==> config.mk <==
export PLATFORM = sky130hd
export DESIGN_NAME = fba_ram
export DESIGN_NICKNAME = d
export VERILOG_FILES = /design/src/sv/fba_ram.sv
export SDC_FILE = /design/constraint.sdc
export NUM_CORES = 1
export LEC_CHECK = 0
export ABC_AREA = 1
export BUFFER_PORTS_ARGS = -buffer_cell sky130_fd_sc_hd__buf_2
export CORE_MARGIN = 1
export CORE_UTILIZATION = 30
export CTS_CLUSTER_DIAMETER = 200
export DETAILED_ROUTE_END_ITERATION = 7
export HOLD_SLACK_MARGIN = 0.06
export SYNTH_ARGS = -nofsm -noshare
export SYNTH_HDL_FRONTEND = slang
export SYNTH_SLANG_ARGS = --single-unit
==> constraint.sdc <==
create_clock -name clk -period 1.6 [get_ports clk]
set_input_delay 0.24 -clock clk [delete_from_list [all_inputs] [get_ports clk]]
set_output_delay 0.24 -clock clk [all_outputs]
set_load 0.01 [all_outputs]
==> src/sv/fba_ram.sv <==
// Generic single-clock RAM with one write port and one registered read port.
`timescale 1ns / 1ps
`default_nettype none
module fba_ram #(
  parameter int WIDTH = 8,
  parameter int DEPTH = 16,
  parameter int AW    = (DEPTH > 1) ? $clog2(DEPTH) : 1
) (
  input  wire logic             clk,
  input  wire logic             we,
  input  wire logic [AW-1:0]    waddr,
  input  wire logic [WIDTH-1:0] wdata,
  input  wire logic [AW-1:0]    raddr,
  output logic      [WIDTH-1:0] rdata
);
  logic [WIDTH-1:0] mem [DEPTH];

  // Write and registered read
  always_ff @(posedge clk) begin
    if (we) begin
      mem[waddr] <= wdata;
    end
    rdata <= mem[raddr];
  end
endmodule
`default_nettype wire

* Word-level counts from Yosys, hierarchy flattened
Memory sizes are Yosys's and may differ from the RTL's. A register that Yosys moved wholly into a read port is not among the register bits.
Index checks and enable logic that the tools add are counted.
** Operators by class
- Mux-type cells :: 2
** Operator list (count)
- 2-to-1 mux 1 bit :: 2
** Word-level totals
- Memory bits (writable) :: 128
- Output and inout port bits :: 8
- Input port bits :: 18
- Flip-flop bits (word level) :: 0
- Memories kept :: 1
- Word-level logic and storage cells :: 3
** Memories
- mem :: depth 16, width 8, read ports 1, clocked after memory_dff 1, wr ports 1, RTL line 16 : logic [WIDTH-1:0] mem [DEPTH];

* Depth between registers and ports, before layout
- Word-level depth :: 2
- Depth in mapped cells :: 8
- Depth with buffers taken out :: 7

* Worst setup path before layout
Ideal clock, no wire load.
- Kind :: input port to flip-flop
- Start point :: in waddr[2]
- End point :: mem mem[10][0], enable pin
- Arrival time :: 0.821 ns
- Buffers on the path :: 0
- Required time :: 1.230 ns
- Cell stages on the path :: 2
- Path slack :: 0.409 ns
- Library setup time :: 0.370 ns
- Cell sequence :: nand3b_1 -> nor2_1
** RTL lines
- start: declaration :: RTL line 11 : input wire logic [AW-1:0] waddr,
- end: declaration :: RTL line 16
No word-level cell before the write port.

* Final worst setup path
- Start point :: reg rdata[4], read port of mem
- End point :: out rdata[4]
** RTL lines
- start: declaration :: RTL line 14 : output logic [WIDTH-1:0] rdata
No word-level cell between the ends.

==> impl_results.md <==
- Max_slew headroom: between 70% and 80%
- Final setup fails: 0
- EDFF count, synth: 128
- Final net count: about 610
- R2R setup slack: 0.51 ns
- Top-area cell type share of the netlist area: 66.7%
- Final hold violations: 0
- Post-Synthesis Cells: ~550
- Die Y-Extent: approximately 140 µm
- Setup Buffers After CTS: 0
- Worst-path cell chain: buf_2
- Initial antenna violation count: 0
- Tcrit/Tclk final: approximately three quarters
- Worst hold path type: primary input to flip-flop
- Largest stage delay, worst path: between 0.3 and 0.4 ns
- Top-count cell post-synth: nand2_1
- Routed Antenna Nets: 0
- # DRC: 0
- Cell Rows: 50
- Layout cells sized above 1: approximately an eighth
- Post-CTS Resized: 0
- GPL Wtd Cong: 0.787
- WP buf/inv: 1
- Fmax: ~840 MHz
- Clock root buffer: clkbuf_16
- Crit-path leading delay family: flip-flops
- Final Power: between 8000 and 9000 µW
- Synth area leaders: edfxtp_1 67%, nand2_1 11%, nand3_1 8.4%
- CTS H-tree lvls: 4
- Synth area leader: edfxtp_1
- Ant. Diodes: 0
- Largest net degree at the start of global routing: 65
- Clock sink count: roughly 140
- Worst setup SP type: flip-flop
- Max-Cap Viols: 0
- Peak supply drop: 0.00121 V
- Yosys warns: 0
- Die footprint: approximately 20000 µm²
- DR pass1 iterations: 5
- First-pass GRT wire length: 21100 µm
- Final-report max-slew violation count: 0
- Vias in the first global route: between 3000 and 4000
- Routed WL: between 10000 and 15000 µm
- Core Region: between 15000 and 20000 µm²
- Syn avg cell area: ~10 µm²
- Tightest Pin Transition: 0.419 ns
- DR vias: approximately 3800
- I/O pin total: 26
- Vias/cell: around 4.5
- PwrDens: ~1200 nW/µm²
- CTS Hold Bufs: 0
- Clock tree buffer depth: 2
- RSZ-0062 raised after global routing: no
- Area grow syn2layout: 18.9%
- Iter 0 DRT Violations: between 300 and 400
- Leakage: 0.00296 µW
- Ys flop type: edfxtp_1
- HPWL after DPL: 8230 µm
- Max FO, Critical Path: 1
- Reg clk slew, reported paths: approximately 0.06 ns
- Post-layout util: roughly 37%
- Routed WL per cell: roughly 16 µm
- Crit path kind: flip-flop to output port
- Starting Density: a little under a third
- Period minus WS final: ~1.2 ns
- Gr usage total: 14.6%
- Sequential share of the synthesized area: between 60% and 70%
- Clk_skew: about 0.0074 ns
- CTS tree: built
- Num CTS Buffers: 17
- Synth Register Bits: 136
- CP endpoint kind: output port
- Library cells used by synthesis: 12
- Clock Latency Late Sink: 0.41 ns
- Fin Setup TNS: 0 ns
- Post-synth top cells: 173 x nand2_1, 128 x edfxtp_1, 100 x inv_1, 97 x nand3_1, 17 x nor2_1
- Overflow left after global routing: 0
- Arrival time at the worst endpoint: ~0.95 ns
- Synthesized Nets: between 500 and 600
- Number of buffers inserted by port buffering: 25
- Critical-path top delay cell: dfxtp_1
- Die X: between 100 and 150 µm
- Status: complete, no violations
- Fraction of registers with async set/reset: 0%
- Synthesized area: approximately 5800 µm²
- Critical path data required time: ~1.4 ns
[sequential cells by signal (all words and copies together) (netlist names)]
signal,cells
rdata,8
mem,128
[cell usage in the layout, fill, tap and decap left out, drive strengths merged]
| master | n |
|---|---|
| buf | 49 |
| bufinv | 3 |
| clkbuf | 23 |
| clkinv | 6 |
| dfxtp | 8 |
| edfxtp | 128 |
| inv | 102 |
| nand2 | 173 |
| nand3 | 97 |
| nand3b | 2 |
| nor2 | 17 |
[layer usage]
layer  part of all wire, %  track usage [%]  routed length (µm)
met1                    47             19.9                6300
met2                    46             22.8                6190
met3                   5.2             3.50                 689
met4                   1.4             4.81                 193
met5                     0                0                   0
[area by class of cell]
type / instances / area (µm²)
repair buffers: 49 / 355
clock inverters: 9 / 121
well taps: 234 / 293
multi-input cells: 289 / 1210
inverters: 102 / 383
flip-flops and latches: 136 / 4000
clock buffers: 23 / 488
fillers: 1843 / 11900
[power by group]
group          total, µW  switching, µW  internal (µW)
logic                513            356            157
registers           4010           25.6           3980
clock network       3990           1390           2600
[worst paths after layout]
check                                start  cells after the start       end
worst max register to register   mem[1][7]                      6  rdata[7]
worst min register to register  mem[13][2]                      6  rdata[2]
worst max-delay path              rdata[4]                      1  rdata[4]
worst min-delay path              raddr[3]                      3  rdata[6]
[cells by family after synthesis]
| logic type | count (synthesis) | share of synthesized area [%] |
|---|---|---|
| DFF | 136 | 69.4 |
| buffers and inverters | 126 | 9.52 |
| and+or+nand+nor | 289 | 21.0 |
[worst reg2reg max path: cells and delay by family, from the launching register on]
| kind | cells | cell delay [ns] |
|---|---|---|
| and+or+nand+nor | 5 | 0.56 |
| DFF | 1 | 0.35 |
| buffers and inverters | 1 | 0.06 |
[metrics by stage]
step	hold WS, ns	std cells	setup WS [ns]	instance area (µm²)
2_1_floorplan	0.339	551	0.409	5770
3_3_place_gp	0.632	810	0.223	6250
3_5_place_dp	0.629	810	0.206	6250
4_1_cts	0.194	842	0.410	6860
5_1_grt	0.221	842	0.392	6860
6_report	0.205	842	0.409	6860
No activity file was read; power rests on OpenSTA's default activity.
